$ cat src/hw/rtl/brb_pkg.sv
// Shared types and constants for the byte ring buffer.
`timescale 1ns / 1ps

package brb_pkg;

    localparam int DEPTH    = 4096;
    localparam int IDX_W    = (DEPTH > 1) ? $clog2(DEPTH) : 1;
    localparam int CNT_BITS = $clog2(DEPTH + 1);
    localparam int CNT_W    = (CNT_BITS > 13) ? CNT_BITS : 13;
    localparam int LEN_W    = 12;
    localparam int BYTE_W   = 8;
    localparam int REP_W    = 12;

    typedef enum logic [2:0] {
        OP_WRITE  = 3'd0,
        OP_READ   = 3'd1,
        OP_SKIP   = 3'd2,
        OP_COMMIT = 3'd3,
        OP_CLEAR  = 3'd4,
        OP_STATUS = 3'd5
    } brb_op_t;

    typedef enum logic {
        ST_IDLE,
        ST_FETCH
    } brb_state_t;

    typedef struct packed {
        logic              we;
        logic              re;
        logic [IDX_W-1:0]  addr;
        logic [BYTE_W-1:0] wdata;
    } brb_mem_req_t;

    typedef struct packed {
        logic ok;
        logic did_read;
    } brb_step_t;

    typedef struct packed {
        logic [REP_W-1:0] readable;
        logic [REP_W-1:0] writeable;
        logic [REP_W-1:0] direct_readable;
        logic [REP_W-1:0] direct_writeable;
    } brb_counts_t;

endpackage

$ cat src/hw/rtl/brb_ctrl.sv
// Index and transfer bookkeeping, fill counts and store access requests.
`timescale 1ns / 1ps

module brb_ctrl (
    input  logic                      clk,
    input  logic                      rst_n,
    input  logic                      accept,
    input  brb_pkg::brb_op_t          op,
    input  logic                      first,
    input  logic [brb_pkg::LEN_W-1:0] length,
    input  logic [brb_pkg::BYTE_W-1:0] data,
    output brb_pkg::brb_mem_req_t     mem_req,
    output brb_pkg::brb_step_t        step,
    output brb_pkg::brb_counts_t      counts
);
    import brb_pkg::*;

    logic [IDX_W-1:0] rd_idx_reg, rd_idx_next;
    logic [IDX_W-1:0] wr_idx_reg, wr_idx_next;
    logic [LEN_W-1:0] left_reg, left_next;
    logic             rej_reg, rej_next;

    logic [CNT_W-1:0] depth_c, rd_c, wr_c, len_c;
    logic [CNT_W-1:0] readable, writeable, dir_rd, dir_wr;
    logic [CNT_W-1:0] room;
    logic             wrap_free;
    logic             is_read;

    function automatic logic [IDX_W-1:0] advance(input logic [IDX_W-1:0] idx,
                                                 input logic [CNT_W-1:0] by);
        logic [CNT_W:0] s;
        s = {{(CNT_W + 1 - IDX_W){1'b0}}, idx} + {1'b0, by};
        if (s >= (CNT_W + 1)'(DEPTH))
        begin
            s = s - (CNT_W + 1)'(DEPTH);
        end
        return s[IDX_W-1:0];
    endfunction

    assign depth_c   = CNT_W'(DEPTH);
    assign rd_c      = CNT_W'(rd_idx_reg);
    assign wr_c      = CNT_W'(wr_idx_reg);
    assign len_c     = CNT_W'(length);
    assign wrap_free = (wr_idx_reg >= rd_idx_reg);

    always_comb
    begin
        if (wrap_free)
        begin
            readable  = wr_c - rd_c;
            writeable = depth_c - wr_c + rd_c - CNT_W'(1);
            dir_rd    = wr_c - rd_c;
            dir_wr    = depth_c - wr_c - ((rd_idx_reg == '0) ? CNT_W'(1) : CNT_W'(0));
        end
        else
        begin
            readable  = depth_c - rd_c + wr_c;
            writeable = rd_c - wr_c - CNT_W'(1);
            dir_rd    = depth_c - rd_c;
            dir_wr    = rd_c - wr_c - CNT_W'(1);
        end
    end

    assign counts.readable         = readable[REP_W-1:0];
    assign counts.writeable        = writeable[REP_W-1:0];
    assign counts.direct_readable  = dir_rd[REP_W-1:0];
    assign counts.direct_writeable = dir_wr[REP_W-1:0];

    assign is_read = (op == OP_READ);
    assign room    = is_read ? readable : writeable;

    always_comb
    begin
        rd_idx_next   = rd_idx_reg;
        wr_idx_next   = wr_idx_reg;
        left_next     = left_reg;
        rej_next      = rej_reg;
        mem_req       = '0;
        step          = '0;
        if (accept)
        begin
            case (op)
                OP_WRITE, OP_READ:
                begin
                    if (first)
                    begin
                        if (length == '0)
                        begin
                            left_next = '0;
                            rej_next  = 1'b0;
                            step.ok   = 1'b1;
                        end
                        else
                        begin
                            left_next = length - LEN_W'(1);
                            rej_next  = (len_c > room);
                            step.ok   = (len_c <= room);
                        end
                    end
                    else if (left_reg != '0)
                    begin
                        left_next = left_reg - LEN_W'(1);
                        step.ok   = !rej_reg && (room != '0);
                    end
                    // move one byte when the item is granted
                    if (step.ok && !(first && length == '0))
                    begin
                        if (is_read)
                        begin
                            mem_req.re    = 1'b1;
                            mem_req.addr  = rd_idx_reg;
                            rd_idx_next   = advance(rd_idx_reg, CNT_W'(1));
                            step.did_read = 1'b1;
                        end
                        else
                        begin
                            mem_req.we    = 1'b1;
                            mem_req.addr  = wr_idx_reg;
                            mem_req.wdata = data;
                            wr_idx_next   = advance(wr_idx_reg, CNT_W'(1));
                        end
                    end
                end
                OP_SKIP:
                begin
                    if (len_c <= readable)
                    begin
                        rd_idx_next = advance(rd_idx_reg, len_c);
                        step.ok     = 1'b1;
                    end
                end
                OP_COMMIT:
                begin
                    if (len_c <= writeable)
                    begin
                        wr_idx_next = advance(wr_idx_reg, len_c);
                        step.ok     = 1'b1;
                    end
                end
                OP_CLEAR:
                begin
                    rd_idx_next = '0;
                    wr_idx_next = '0;
                    step.ok     = 1'b1;
                end
                OP_STATUS:
                begin
                    step.ok = 1'b1;
                end
                default:
                begin
                    step.ok = 1'b0;
                end
            endcase
        end
    end

    always_ff @(posedge clk or negedge rst_n)
    begin
        if (!rst_n)
        begin
            rd_idx_reg <= '0;
            wr_idx_reg <= '0;
            left_reg   <= '0;
            rej_reg    <= 1'b0;
        end
        else
        begin
            rd_idx_reg <= rd_idx_next;
            wr_idx_reg <= wr_idx_next;
            left_reg   <= left_next;
            rej_reg    <= rej_next;
        end
    end

endmodule

$ cat config.mk
export PLATFORM = sky130hd
export DESIGN_NAME = brb_ctrl
export DESIGN_NICKNAME = d
export VERILOG_FILES = /design/src/hw/rtl/brb_pkg.sv /design/src/hw/rtl/brb_ctrl.sv
export SDC_FILE = /design/constraint.sdc
export NUM_CORES = 1
export LEC_CHECK = 0
export ABC_AREA = 1
export ABC_CLOCK_PERIOD_IN_PS = 10900
export BUFFER_PORTS_ARGS = -buffer_cell sky130_fd_sc_hd__buf_2
export CAP_MARGIN = 10
export CORE_ASPECT_RATIO = 2
export CORE_MARGIN = 2
export CORE_UTILIZATION = 54
export DETAILED_ROUTE_END_ITERATION = 12
export PLACE_DENSITY = 0.77
export SYNTH_ARGS = -nofsm -noshare
export SYNTH_HDL_FRONTEND = slang
export SYNTH_SLANG_ARGS = --single-unit
$ cat constraint.sdc
create_clock -name clk -period 10.9 [get_ports clk]
set_clock_uncertainty 0.2 [all_clocks]
set_input_delay 3.27 -clock clk [delete_from_list [all_inputs] [get_ports clk]]
set_output_delay 3.27 -clock clk [all_outputs]
set_load 0.005 [all_outputs]
# Yosys cells after proc, flatten, opt, wreduce, memory -nomap -nowiden
# Index checks and enable logic that the tools add are counted.
# totals
register_bits	37
in_bits	27
out_inout_bits	72
elab_cells	101
# op_classes
add_sub_neg	19
order_cmp	9
eq_ne	10
n_mux	40
reduce_logical	19
# op_table
operator	n
12-bit two-way mux	16
12-bit one-hot mux with 3 select lines	2
12-bit by 1-bit subtractor with 12-bit output (second input constant)	6
22-bit two-way mux	3
13-bit greater-or-equal comparator (second input constant)	4
12-bit by 13-bit <= comparator with 1-bit output	3
13-bit two-way mux	3
12-bit by 1-bit adder with 13-bit output (second input constant)	2
12-bit by 12-bit adder with 13-bit output	2
13-bit by 12-bit adder with 13-bit output	2
12-bit by 12-bit subtractor with 13-bit output	2
13-bit by 1-bit subtractor with 13-bit output (second input constant)	2
13-bit by 12-bit subtractor with 13-bit output (first input constant)	2
12-bit logical NOT	2
12-bit by 13-bit greater-than comparator with 1-bit output	1
1-bit two-way mux	13
13-bit nonzero test	1
12-bit greater-or-equal comparator	1
12-bit nonzero test	1
12-bit by 1-bit subtractor with 12-bit output	1
2-bit != test (second input constant)	5
5-bit AND reduction	2
8-bit two-way mux	1
3-bit by 2-bit == test with 1-bit output (second input constant)	2
other kinds (11)	18

# Logic depth before layout (Yosys ltp)
# Gate-level depths: netlist of the first run.
# logic_depth
depth_word	15
depth_mapped	39
mapped_depth_nobuf	38

# Worst setup path after synthesis of the first run
# OpenSTA, ideal clock, no wires.
# synth_path
kind	input to output
startpoint	input op[2]
endpoint	output mem_req[11] in the netlist's numbering
arrival_ns	5.717
t_required_ns	7.430
setup_slack_ns	1.713
stages	23
path_buffers	2
path_cell_list	nor2_2 > inv_1 > nor2_2 > inv_1 > buf_2 > nand3_1 > nand2_1 > ha_1 > nand2_1 > o21a_1 > o31ai_1 > nand2_1 > nand3_1 > nand3_1 > a21boi_0 > o21ai_2 > nand2_1 > nand2_4 > nand3_4 > nor2_4 > buf_6 > nand2_1 > o21ai_0
# synth_rtl
element	line	text
start: declaration	brb_ctrl.sv:8	input brb_pkg::brb_op_t op,
end: declaration	brb_ctrl.sv:12	output brb_pkg::brb_mem_req_t mem_req,

==> results of run 1 <==
per-stage QoR:
step | cell area [µm²] | std cells | hold WS [ns] | utilization
after global placement | 9350 | 1750 | 0.275 | 0.590
after CTS | 9530 | 1758 | 0.302 | 0.601
final | 9530 | 1758 | 0.308 | 0.601
after floorplan | 8760 | 1468 | 0.254 | -
after global routing | 9530 | 1758 | 0.345 | 0.601
after detailed placement | 9350 | 1750 | 0.285 | 0.590
cells in the final DEF (no fill, tap or decap), types with 3 or more instances in the layout:
| master | Yosys | routed |
|---|---|---|
| sky130_fd_sc_hd__xor2_1 | 46 | 46 |
| sky130_fd_sc_hd__buf_4 | 1 | 7 |
| sky130_fd_sc_hd__xnor2_1 | 9 | 9 |
| sky130_fd_sc_hd__nor3_1 | 14 | 14 |
| sky130_fd_sc_hd__a21oi_1 | 63 | 63 |
| sky130_fd_sc_hd__o21ai_1 | 21 | 21 |
| sky130_fd_sc_hd__nand3_1 | 114 | 114 |
| sky130_fd_sc_hd__inv_2 | 6 | 6 |
| sky130_fd_sc_hd__nand2_4 | 7 | 7 |
| sky130_fd_sc_hd__a31oi_1 | 8 | 8 |
| sky130_fd_sc_hd__ha_1 | 115 | 115 |
| sky130_fd_sc_hd__nor2_4 | 6 | 6 |
| sky130_fd_sc_hd__nor2_2 | 5 | 5 |
| sky130_fd_sc_hd__o31ai_1 | 3 | 3 |
| sky130_fd_sc_hd__nor4_1 | 5 | 5 |
| sky130_fd_sc_hd__nand2_1 | 440 | 440 |
| sky130_fd_sc_hd__buf_2 | 6 | 98 |
| sky130_fd_sc_hd__o21ai_0 | 52 | 52 |
| sky130_fd_sc_hd__nand3_2 | 18 | 18 |
| sky130_fd_sc_hd__fa_1 | 5 | 5 |
| sky130_fd_sc_hd__clkinv_1 | 5 | 5 |
| sky130_fd_sc_hd__a21o_1 | 4 | 4 |
| sky130_fd_sc_hd__dfrtp_1 | 37 | 37 |
| sky130_fd_sc_hd__nor2_1 | 127 | 127 |
| sky130_fd_sc_hd__clkbuf_16 | 0 | 5 |
| sky130_fd_sc_hd__inv_1 | 229 | 229 |
| sky130_fd_sc_hd__nand2_2 | 41 | 41 |
| sky130_fd_sc_hd__nand4_1 | 24 | 24 |
| sky130_fd_sc_hd__or2_2 | 9 | 9 |
| sky130_fd_sc_hd__o21bai_1 | 5 | 5 |
layout make-up:
class	instances	area share
Clock buffer	6	0.0146
Clock inverter	2	0.00394
Inverter	241	0.0951
Multi-Input combinational cell	1166	0.706
Sequential cell	37	0.0972
Tap cell	201	0.0264
Timing Repair Buffer	105	0.0570
worst max-delay path, stage by stage:
cell and delay (ns):
sky130_fd_sc_hd__buf_2 0.13, sky130_fd_sc_hd__nor2_2 0.28, sky130_fd_sc_hd__inv_1 0.11, sky130_fd_sc_hd__nor2_2 0.11, sky130_fd_sc_hd__inv_1 0.23, sky130_fd_sc_hd__nand3_1 0.18, sky130_fd_sc_hd__nand2_2 0.07, sky130_fd_sc_hd__ha_1 0.31
sky130_fd_sc_hd__a21oi_1 0.19, sky130_fd_sc_hd__o21a_1 0.14, sky130_fd_sc_hd__o31ai_1 0.07, sky130_fd_sc_hd__nand2_1 0.06, sky130_fd_sc_hd__nand3_1 0.07, sky130_fd_sc_hd__nand3_1 0.07, sky130_fd_sc_hd__a21boi_0 0.12, sky130_fd_sc_hd__o21ai_2 0.18
sky130_fd_sc_hd__nand2_1 0.11, sky130_fd_sc_hd__nand2_4 0.11, sky130_fd_sc_hd__nand3_4 0.09, sky130_fd_sc_hd__nor2_4 0.35, sky130_fd_sc_hd__nand2_1 0.09, sky130_fd_sc_hd__o21ai_0 0.10, sky130_fd_sc_hd__buf_2 0.14
cells by family after synthesis:
group	count (synthesis)	share of synthesized area
and+or+nand+nor	821	0.430
buffers and inverters	265	0.126
AOI/OAI and AO/OA	170	0.107
adders and majority gates	120	0.176
xor gates and xnor gates	55	0.0550
DFF	37	0.106
worst paths after layout:
kind / start / endpoint / slack [ns] / depth (start not counted)
hold / removal: rej_reg$_DFFE_PN0P_ / rej_reg$_DFFE_PN0P_ / 0.31 / 2
min in group asynchronous: rst_n / left_reg[4]$_DFFE_PN0P_ / 2.91 / 1
hold reg to reg: rej_reg$_DFFE_PN0P_ / rej_reg$_DFFE_PN0P_ / 0.31 / 2
max in group asynchronous: rst_n / wr_idx_reg[11]$_DFFE_PN0P_ / 7.02 / 1
setup / recovery: op[2] / mem_req[11] / 0.80 / 23
setup reg to reg: wr_idx_reg[1]$_DFFE_PN0P_ / rd_idx_reg[5]$_DFFE_PN0P_ / 4.55 / 32
metal layers:
layer / vias to the layer above / GRT usage
met1: 4385 / 0.385
li1: 4857 / -
met3: 177 / 0.0495
met5: - / 0
met4: 0 / 0.280
met2: 485 / 0.630
==> impl_metrics.sql, run 1 <==
INSERT INTO impl_metrics (metric_group, metric, value, unit) VALUES
('outcome', 'result_of_the_run', 'finished, final reports clean', ''),
('route', 'detail_route.first_pass.iterations', '6', ''),
('global_routing', 'grt_start_max_net_pins', '42', ''),
('global_routing', 'grt_antenna_before_repair', '0', ''),
('route', 'detail_route.wl_per_cell', '18.0', 'µm'),
('setup_path', 'timing.critical_path.to_type', 'output port', ''),
('synth', 'synth-edff-count', '0', ''),
('clock_network', 'hold_buffers_post_cts', '0', ''),
('floorplanning', 'core-area', '15900', 'µm²'),
('timing', 'clock.fmax', '99.0', 'MHz'),
('timing', 'setup_violations', '0', ''),
('timing', 'maxSlewViolCount', '0', ''),
('floorplanning', 'start_util', '0.552', ''),
('finish', 'antenna-diode-count', '0', ''),
('floorplanning', 'pin_count', '99', ''),
('synth', 'syn_inst', '1468', ''),
('placement', 'place_ws', '0.849', 'ns'),
('clock_network', 'ctsRootBufferMaster', 'sky130_fd_sc_hd__clkbuf_16', ''),
('synth', 'syn-cell-area', '8760', 'µm²'),
('route', 'vias_per_cell', '5.63', ''),
('synth', 'ys_warn_count', '0', ''),
('route', 'met3_length', '2080', 'µm'),
('timing', 'slew_headroom', '0.396', ''),
('timing', 'finalHoldViolCount', '0', ''),
('synth', 'synthMostInstantiatedCell', 'sky130_fd_sc_hd__nand2_1', ''),
('synth', 'synth_nets', '1615', ''),
('placement', 'place.gp.congestion', '1.04', ''),
('clock_network', 'tritoncts_clock_tree', 'yes', ''),
('route', 'drc_violations', '0', ''),
('placement', 'dp.final_hpwl', '26100', 'µm'),
('clock_network', 'cts.sinks', '37', ''),
('min_path', 'hold_path.class', 'flop to flop', ''),
('route', 'met1Wirelength', '11300', 'µm'),
('finish', 'post_route_cells_drive_above_1_share', '0.140', ''),
('floorplanning', 'die_area', '17300', 'µm²'),
('floorplanning', 'number_of_rows_created_at_floorplan', '65', ''),
('setup_path', 'worstPathArrival', '6.63', 'ns'),
('floorplanning', 'die_height', '184', 'µm'),
('global_routing', 'vias_in_the_first_global_route', '9350', ''),
('clock_network', 'cts.repair_timing.setup_buffer_count', '0', ''),
('synth', 'ys_seq_elements', '37', ''),
('clock_network', 'cts_buffers', '5', ''),
('synth', 'synth.largest_area_cell', 'sky130_fd_sc_hd__nand2_1', ''),
('clock_network', 'cts_max_level', '2', ''),
('clock_network', 'clockBufferDepth', '2', ''),
('placement', 'placement.io_buffers', '98', ''),
('timing', 'timing_worst_slew_pin_value', '0.907', 'ns'),
('route', 'dr.first_iter.drc_count', '646', ''),
('synth', 'yosysSeqAreaShare', '0.106', ''),
('setup_path', 'crit_path_start_kind', 'input port', ''),
('clock_network', 'clk_pin_slew_worst_paths', '0.06', 'ns'),
('synth', 'post-synth-top-area-fraction', '0.189', ''),
('floorplanning', 'die_w', '94.1', 'µm'),
('synth', 'netlist-cell-type-count', '53', ''),
('route', 'vias', '9904', ''),
('global_routing', 'grt.total_usage', '0.363', ''),
('finish', 'area_delta_synth_final', '8.78', '%'),
('synth', 'synth_area_leaders', 'sky130_fd_sc_hd__nand2_1, sky130_fd_sc_hd__ha_1, sky130_fd_sc_hd__dfrtp_1', ''),
('route', 'wl', '31600', 'µm'),
('timing', 'setup_total_negative_slack', '0', 'ns'),
('synth', 'synth_commonest_cells', 'sky130_fd_sc_hd__nand2_1, sky130_fd_sc_hd__inv_1, sky130_fd_sc_hd__nor2_1', ''),
('timing', 'layout_setup_ws', '0.802', 'ns'),
('synth', 'post_synth.cell_area_avg', '5.97', 'µm²'),
('setup_path', 'path_max_fanout', '14', ''),
('timing', 'post-route-min-period', '10.10', 'ns'),
('synth', 'synth_top_flop_cell', 'sky130_fd_sc_hd__dfrtp_1', ''),
('route', 'wl_met2', '15100', 'µm'),
('synth', 'share_of_flip_flops_with_an_asynchronous_set_or_reset', '1.00', ''),
('global_routing', 'global_route_wire_length_before_repair', '48300', 'µm'),
('run', 'maxCapViolCount', '0', ''),
('global_routing', 'total_global_routing_overflow', '0', ''),
('route', 'route.top_layer_used', 'met4', ''),
('finish', 'multiInputGateArea', '6730', 'µm²'),
('route', 'drtAntennaViolNets', '0', ''),
('setup_path', 'required', '7.43', 'ns'),
('clock_network', 'clkLatencyLatePin', '0.29', 'ns'),
('finish', 'ff_latch_area', '926', 'µm²'),
('finish', 'final.fill_count', '1654', ''),
('timing', 'final.period_utilization', '0.926', ''),
('timing', 'rsz_0062_raised_after_global_routing', 'false', ''),
('clock_network', 'post_cts.resized_instances', '0', ''),
('finish', 'fin_nets', '1703', ''),
('setup_path', 'criticalPathCategory', 'input port to output port', '');
Power of run 1 is left out: the tool's default activity adds up to more than one toggle a clock period on the data nets, which glitch-free logic cannot reach.
==> run 2: changes to the inputs <==
--- a/config.mk
+++ b/config.mk
@@ -11,9 +11,9 @@
 export CAP_MARGIN = 10
 export CORE_ASPECT_RATIO = 2
 export CORE_MARGIN = 2
-export CORE_UTILIZATION = 54
+export CORE_UTILIZATION = 61
 export DETAILED_ROUTE_END_ITERATION = 12
-export PLACE_DENSITY = 0.77
+export PLACE_DENSITY = 0.83
 export SYNTH_ARGS = -nofsm -noshare
 export SYNTH_HDL_FRONTEND = slang
 export SYNTH_SLANG_ARGS = --single-unit
==> impl_metrics.sql, run 2 (synthesis results as in run 1) <==
INSERT INTO impl_metrics (metric_group, metric, value, unit) VALUES
('outcome', 'result_of_the_run', 'finished, final reports clean', ''),
('clock_network', 'cts.repair_timing.setup_buffer_count', '0', ''),
('floorplanning', 'core-area', '14200', 'µm²'),
('floorplanning', 'pin_count', '99', ''),
('timing', 'finalHoldViolCount', '0', ''),
('finish', 'ff_latch_area', '926', 'µm²'),
('timing', 'maxSlewViolCount', '0', ''),
('route', 'dr.first_iter.drc_count', '845', ''),
('clock_network', 'clkLatencyLatePin', '0.28', 'ns'),
('route', 'vias', '10065', ''),
('global_routing', 'vias_in_the_first_global_route', '9198', ''),
('timing', 'setup_violations', '0', ''),
('timing', 'post-route-min-period', '10.22', 'ns'),
('global_routing', 'grt_antenna_before_repair', '0', ''),
('setup_path', 'path_max_fanout', '14', ''),
('floorplanning', 'die_area', '15400', 'µm²'),
('finish', 'mostFrequentLayoutCell', 'sky130_fd_sc_hd__nand2_1', ''),
('finish', 'fin_nets', '1702', ''),
('setup_path', 'critical_path.max_stage_delay', '0.36', 'ns'),
('timing', 'final.period_utilization', '0.938', ''),
('setup_path', 'criticalPathCategory', 'input port to output port', ''),
('finish', 'final.fill_count', '1333', ''),
('route', 'detail_route.wl_per_cell', '17.2', 'µm'),
('timing', 'slew_headroom', '0.436', ''),
('route', 'drc_violations', '0', ''),
('global_routing', 'total_global_routing_overflow', '0', ''),
('finish', 'antenna-diode-count', '0', ''),
('min_path', 'hold_path.class', 'flop to flop', ''),
('clock_network', 'post_cts.resized_instances', '0', ''),
('clock_network', 'clockBufferDepth', '2', ''),
('run', 'maxCapViolCount', '0', ''),
('route', 'detail_route.first_pass.iterations', '8', ''),
('timing', 'timing_worst_slew_pin_value', '0.846', 'ns'),
('clock_network', 'cts_max_level', '2', ''),
('global_routing', 'grt_start_max_net_pins', '42', ''),
('global_routing', 'global_route_wire_length_before_repair', '47000', 'µm'),
('setup_path', 'required', '7.43', 'ns'),
('setup_path', 'cpMaxStageDelayCell', 'sky130_fd_sc_hd__nor2_4', ''),
('setup_path', 'crit_path_start_kind', 'input port', ''),
('finish', 'post_route_cells_drive_above_1_share', '0.139', ''),
('route', 'wl', '30100', 'µm'),
('clock_network', 'hold_buffers_post_cts', '0', ''),
('finish', 'leading_cell_types_in_the_layout_fill_and_taps_excluded', 'sky130_fd_sc_hd__nand2_1, sky130_fd_sc_hd__inv_1, sky130_fd_sc_hd__nor2_1', ''),
('floorplanning', 'die_height', '173', 'µm'),
('timing', 'rsz_0062_raised_after_global_routing', 'false', ''),
('route', 'drtAntennaViolNets', '0', ''),
('setup_path', 'worstPathArrival', '6.75', 'ns'),
('clock_network', 'cts.sinks', '37', ''),
('floorplanning', 'die_w', '88.7', 'µm'),
('placement', 'dp.final_hpwl', '24500', 'µm'),
('setup_path', 'timing.critical_path.to_type', 'output port', ''),
('placement', 'placement.io_buffers', '98', ''),
('finish', 'multiInputGateArea', '6730', 'µm²'),
('setup_path', 'cp_cell_sequence', 'buf_2 > nor2_2 > inv_1 > nor2_2 > buf_4 > inv_1 > nand3_1 > nand2_2 > ha_1 > a21oi_1 > o21a_1 > o31ai_1 > nand2_1 > nand3_1 > nand3_1 > a21boi_0 > o21ai_2 > nand2_1 > nand2_4 > nand3_4 > nor2_4 > nand2_1 > o21ai_1 > buf_2', ''),
('timing', 'clock.fmax', '97.8', 'MHz'),
('clock_network', 'tritoncts_clock_tree', 'yes', ''),
('clock_network', 'cts_buffers', '5', ''),
('floorplanning', 'number_of_rows_created_at_floorplan', '62', ''),
('clock_network', 'clk_pin_slew_worst_paths', '0.06', 'ns'),
('timing', 'setup_total_negative_slack', '0', 'ns'),
('clock_network', 'ctsRootBufferMaster', 'sky130_fd_sc_hd__clkbuf_16', ''),
('global_routing', 'grt.total_usage', '0.391', ''),
('floorplanning', 'start_util', '0.617', ''),
('finish', 'area_delta_synth_final', '8.73', '%'),
('route', 'vias_per_cell', '5.76', ''),
('placement', 'place.gp.congestion', '1.01', '');
run 2: critical path: cells and delay by family:
family | cells | cell delay (ns)
AOI/OAI and AO/OA | 6 | 0.73
adders and majority gates | 1 | 0.31
buffers and inverters | 5 | 0.89
and+or+nand+nor | 12 | 1.53
run 2: final timing paths:
| check | to | depth (start not counted) | slack (ns) | from |
|---|---|---|---|---|
| max in group asynchronous | wr_idx_reg[8]$_DFFE_PN0P_ | 1 | 7.07 | rst_n |
| min in group asynchronous | left_reg[5]$_DFFE_PN0P_ | 1 | 2.89 | rst_n |
| min reg2reg | rej_reg$_DFFE_PN0P_ | 2 | 0.31 | rej_reg$_DFFE_PN0P_ |
| min | rej_reg$_DFFE_PN0P_ | 2 | 0.31 | rej_reg$_DFFE_PN0P_ |
| max reg2reg | rd_idx_reg[3]$_DFFE_PN0P_ | 31 | 4.96 | wr_idx_reg[1]$_DFFE_PN0P_ |
| max | mem_req[12] | 24 | 0.68 | op[2] |
run 2: routing by layer:
layer	part of all wire	wire length (µm)	global-route usage	up-vias
li1	-	-	-	4867
met1	0.39	11600	0.494	4468
met2	0.44	13100	0.603	588
met3	0.083	2510	0.0438	142
met4	0.096	2890	0.275	0
met5	0	0	0	-
run 2: final cells by class:
type / instances / area share
Clock inverter: 3 / 0.00683
Tap cell: 192 / 0.0252
Timing Repair Buffer: 104 / 0.0562
Sequential cell: 37 / 0.0972
Clock buffer: 5 / 0.0131
Inverter: 241 / 0.0951
Multi-Input combinational cell: 1166 / 0.706
run 2: metrics by stage:
step	util	hold WS, ns	area (µm²)	instances	setup slack (ns)
2_1_floorplan	-	0.254	8760	1468	1.71
3_3_place_gp	0.658	0.296	9330	1740	0.831
3_5_place_dp	0.658	0.299	9330	1740	0.755
4_1_cts	0.671	0.315	9520	1748	0.743
5_1_grt	0.671	0.325	9520	1748	0.493
6_report	0.671	0.309	9520	1748	0.676
Power of run 2 is left out for the same reason.
==> run 3: changes to the inputs <==
--- a/config.mk
+++ b/config.mk
@@ -13,7 +13,7 @@
 export CORE_MARGIN = 2
 export CORE_UTILIZATION = 61
 export DETAILED_ROUTE_END_ITERATION = 12
-export PLACE_DENSITY = 0.83
+export PLACE_DENSITY = 0.88
 export SYNTH_ARGS = -nofsm -noshare
 export SYNTH_HDL_FRONTEND = slang
 export SYNTH_SLANG_ARGS = --single-unit
==> constraint.sdc (replaced) <==
create_clock -name clk -period 10.9 [get_ports clk]
set_clock_uncertainty 0.2 [all_clocks]
set_input_delay 2.18 -clock clk [delete_from_list [all_inputs] [get_ports clk]]
set_output_delay 2.18 -clock clk [all_outputs]
set_load 0.005 [all_outputs]
==> impl_metrics.sql, run 3 (synthesis results as in run 1) <==
INSERT INTO impl_metrics (metric_group, metric, value, unit) VALUES
('outcome', 'result_of_the_run', 'finished, final reports clean', ''),
('timing', 'finalHoldViolCount', '0', ''),
('clock_network', 'tritoncts_clock_tree', 'yes', ''),
('floorplanning', 'number_of_rows_created_at_floorplan', '62', ''),
('setup_path', 'reg2reg_depth', '31', ''),
('finish', 'mostFrequentLayoutCell', 'sky130_fd_sc_hd__nand2_1', ''),
('timing', 'clock.fmax', '109', 'MHz'),
('timing', 'post-route-min-period', '9.19', 'ns'),
('global_routing', 'global_route_wire_length_before_repair', '46800', 'µm'),
('floorplanning', 'die_height', '173', 'µm'),
('min_path', 'whs_path_depth', '2', ''),
('clock_network', 'cts_buffers', '5', ''),
('clock_network', 'clkLatencyLatePin', '0.28', 'ns'),
('route', 'vias', '9926', ''),
('setup_path', 'r2r_end', 'rd_idx_reg[4]$_DFFE_PN0P_', ''),
('setup_path', 'worstPathArrival', '6.81', 'ns'),
('timing', 'setup_total_negative_slack', '0', 'ns'),
('finish', 'antenna-diode-count', '0', ''),
('global_routing', 'grt.total_usage', '0.388', ''),
('setup_path', 'critical_path.max_stage_delay', '0.80', 'ns'),
('route', 'detail_route.wl_per_cell', '17.4', 'µm'),
('global_routing', 'grt_antenna_before_repair', '0', ''),
('finish', 'area_delta_synth_final', '8.27', '%'),
('placement', 'placement.io_buffers', '98', ''),
('setup_path', 'timing.reg2reg.setup_slack', '5.05', 'ns'),
('route', 'drc_violations', '0', ''),
('timing', 'setup_violations', '0', ''),
('setup_path', 'criticalPathCategory', 'input port to output port', ''),
('setup_path', 'timing.critical_path.to_type', 'output port', ''),
('finish', 'final.fill_count', '1345', ''),
('placement', 'dp.final_hpwl', '25100', 'µm'),
('placement', 'place.gp.congestion', '1.01', ''),
('timing', 'timing_worst_slew_pin_value', '1.05', 'ns'),
('floorplanning', 'start_util', '0.617', ''),
('finish', 'fin_nets', '1701', ''),
('floorplanning', 'die_area', '15400', 'µm²'),
('timing', 'rsz_0062_raised_after_global_routing', 'false', ''),
('route', 'dr.first_iter.drc_count', '815', ''),
('global_routing', 'grt_start_max_net_pins', '42', ''),
('route', 'detail_route.first_pass.iterations', '7', ''),
('global_routing', 'total_global_routing_overflow', '0', ''),
('clock_network', 'cts.sinks', '37', ''),
('timing', 'slew_headroom', '0.296', ''),
('floorplanning', 'die_w', '88.7', 'µm'),
('setup_path', 'cp_common_cell', 'sky130_fd_sc_hd__nand3_1', ''),
('setup_path', 'path_max_fanout', '21', ''),
('clock_network', 'cts.repair_timing.setup_buffer_count', '0', ''),
('setup_path', 'cpLargestDelayFamily', 'simple AND/OR/NAND/NOR gates', ''),
('finish', 'leading_cell_types_in_the_layout_fill_and_taps_excluded', 'sky130_fd_sc_hd__nand2_1, sky130_fd_sc_hd__inv_1, sky130_fd_sc_hd__nor2_1', ''),
('run', 'maxCapViolCount', '0', ''),
('setup_path', 'timing.critical_path.buf_inv', '4', ''),
('setup_path', 'required', '8.52', 'ns'),
('setup_path', 'r2r_start', 'wr_idx_reg[1]$_DFFE_PN0P_', ''),
('min_path', 'hold_path.class', 'flop to flop', ''),
('setup_path', 'crit_path_start_kind', 'input port', ''),
('route', 'wl', '30300', 'µm'),
('clock_network', 'clk_pin_slew_worst_paths', '0.06', 'ns'),
('clock_network', 'hold_buffers_post_cts', '0', ''),
('route', 'drtAntennaViolNets', '0', ''),
('min_path', 'hold_path_end', 'rej_reg$_DFFE_PN0P_', ''),
('clock_network', 'clockBufferDepth', '2', ''),
('floorplanning', 'pin_count', '99', ''),
('clock_network', 'post_cts.resized_instances', '0', ''),
('route', 'vias_per_cell', '5.68', ''),
('setup_path', 'cp_cell_sequence', 'buf_2 > nor2_2 > inv_1 > nor2_2 > inv_1 > nand3_1 > nand2_2 > ha_1 > a21oi_1 > o21a_1 > o31ai_1 > nand2_1 > nand3_1 > nand3_1 > a21boi_0 > o21ai_2 > nand2_1 > nand2_4 > nand4_1 > o21ai_0 > buf_2', ''),
('timing', 'final.period_utilization', '0.843', ''),
('clock_network', 'ctsRootBufferMaster', 'sky130_fd_sc_hd__clkbuf_16', ''),
('finish', 'post_route_cells_drive_above_1_share', '0.139', ''),
('clock_network', 'cts_max_level', '2', ''),
('floorplanning', 'core-area', '14200', 'µm²'),
('global_routing', 'vias_in_the_first_global_route', '9159', ''),
('min_path', 'hold_path_startpoint', 'rej_reg$_DFFE_PN0P_', ''),
('timing', 'maxSlewViolCount', '0', ''),
('setup_path', 'cpMaxStageDelayCell', 'sky130_fd_sc_hd__nand4_1', '');
[run 3: changes by cell type in the layout (fill, tap and decap cells not counted), sizes merged]
| cell | delta |
|---|---|
| buf | -1 |
| bufinv | -2 |
| clkbuf | +2 |
[run 3: worst max-delay path by stage]
| stage | start | endpoint | slack (ns) | depth (start not counted) |
|---|---|---|---|---|
| floorplan | op[2] | mem_req[11] | 3.89 | 23 |
| global placement | op[2] | mem_req[8] | 2.04 | 21 |
| detailed placement | op[2] | mem_req[8] | 1.82 | 21 |
| CTS | op[2] | mem_req[8] | 1.81 | 21 |
| global route | op[2] | mem_req[8] | 1.36 | 21 |
| finish | op[2] | mem_req[8] | 1.71 | 21 |
[run 3: per-stage QoR]
stage               std cells  cell area, µm²  utilization  worst slack, ns  hold slack [ns]
floorplan                1468            8760            -             3.89            0.254
global placement         1739            9330        0.657             2.04            0.284
detailed placement       1739            9330        0.657             1.82            0.286
CTS                      1747            9480        0.668             1.81            0.298
global route             1747            9480        0.668             1.36            0.333
finish                   1747            9480        0.668             1.71            0.296
[run 3: routing by layer]
metal / vias up / track usage / part of all wire
met1: 4478 / 0.497 / 0.40
met3: 101 / 0.0367 / 0.071
met4: 0 / 0.230 / 0.079
li1: 4859 / - / -
met2: 488 / 0.616 / 0.45
met5: - / 0 / 0
[run 3: final cells by class]
class / instances / area, µm² / area share
multi-input cells: 1166 / 6730 / 0.709
flip-flops and latches: 37 / 926 / 0.0976
inverters: 241 / 906 / 0.0955
repair buffers: 103 / 528 / 0.0557
well taps: 192 / 240 / 0.0253
clock buffers: 7 / 153 / 0.0161
clock inverters: 1 / 5.00 / 0.000528
[run 3: worst min-delay path, delay by kind of cell (launching register included)]
kind | cells | cell delay [ns]
AO/OA/AOI/OAI | 1 | 0.07
AND/OR/NAND/NOR | 1 | 0.05
flip-flops | 1 | 0.34
Power of run 3 is left out for the same reason.
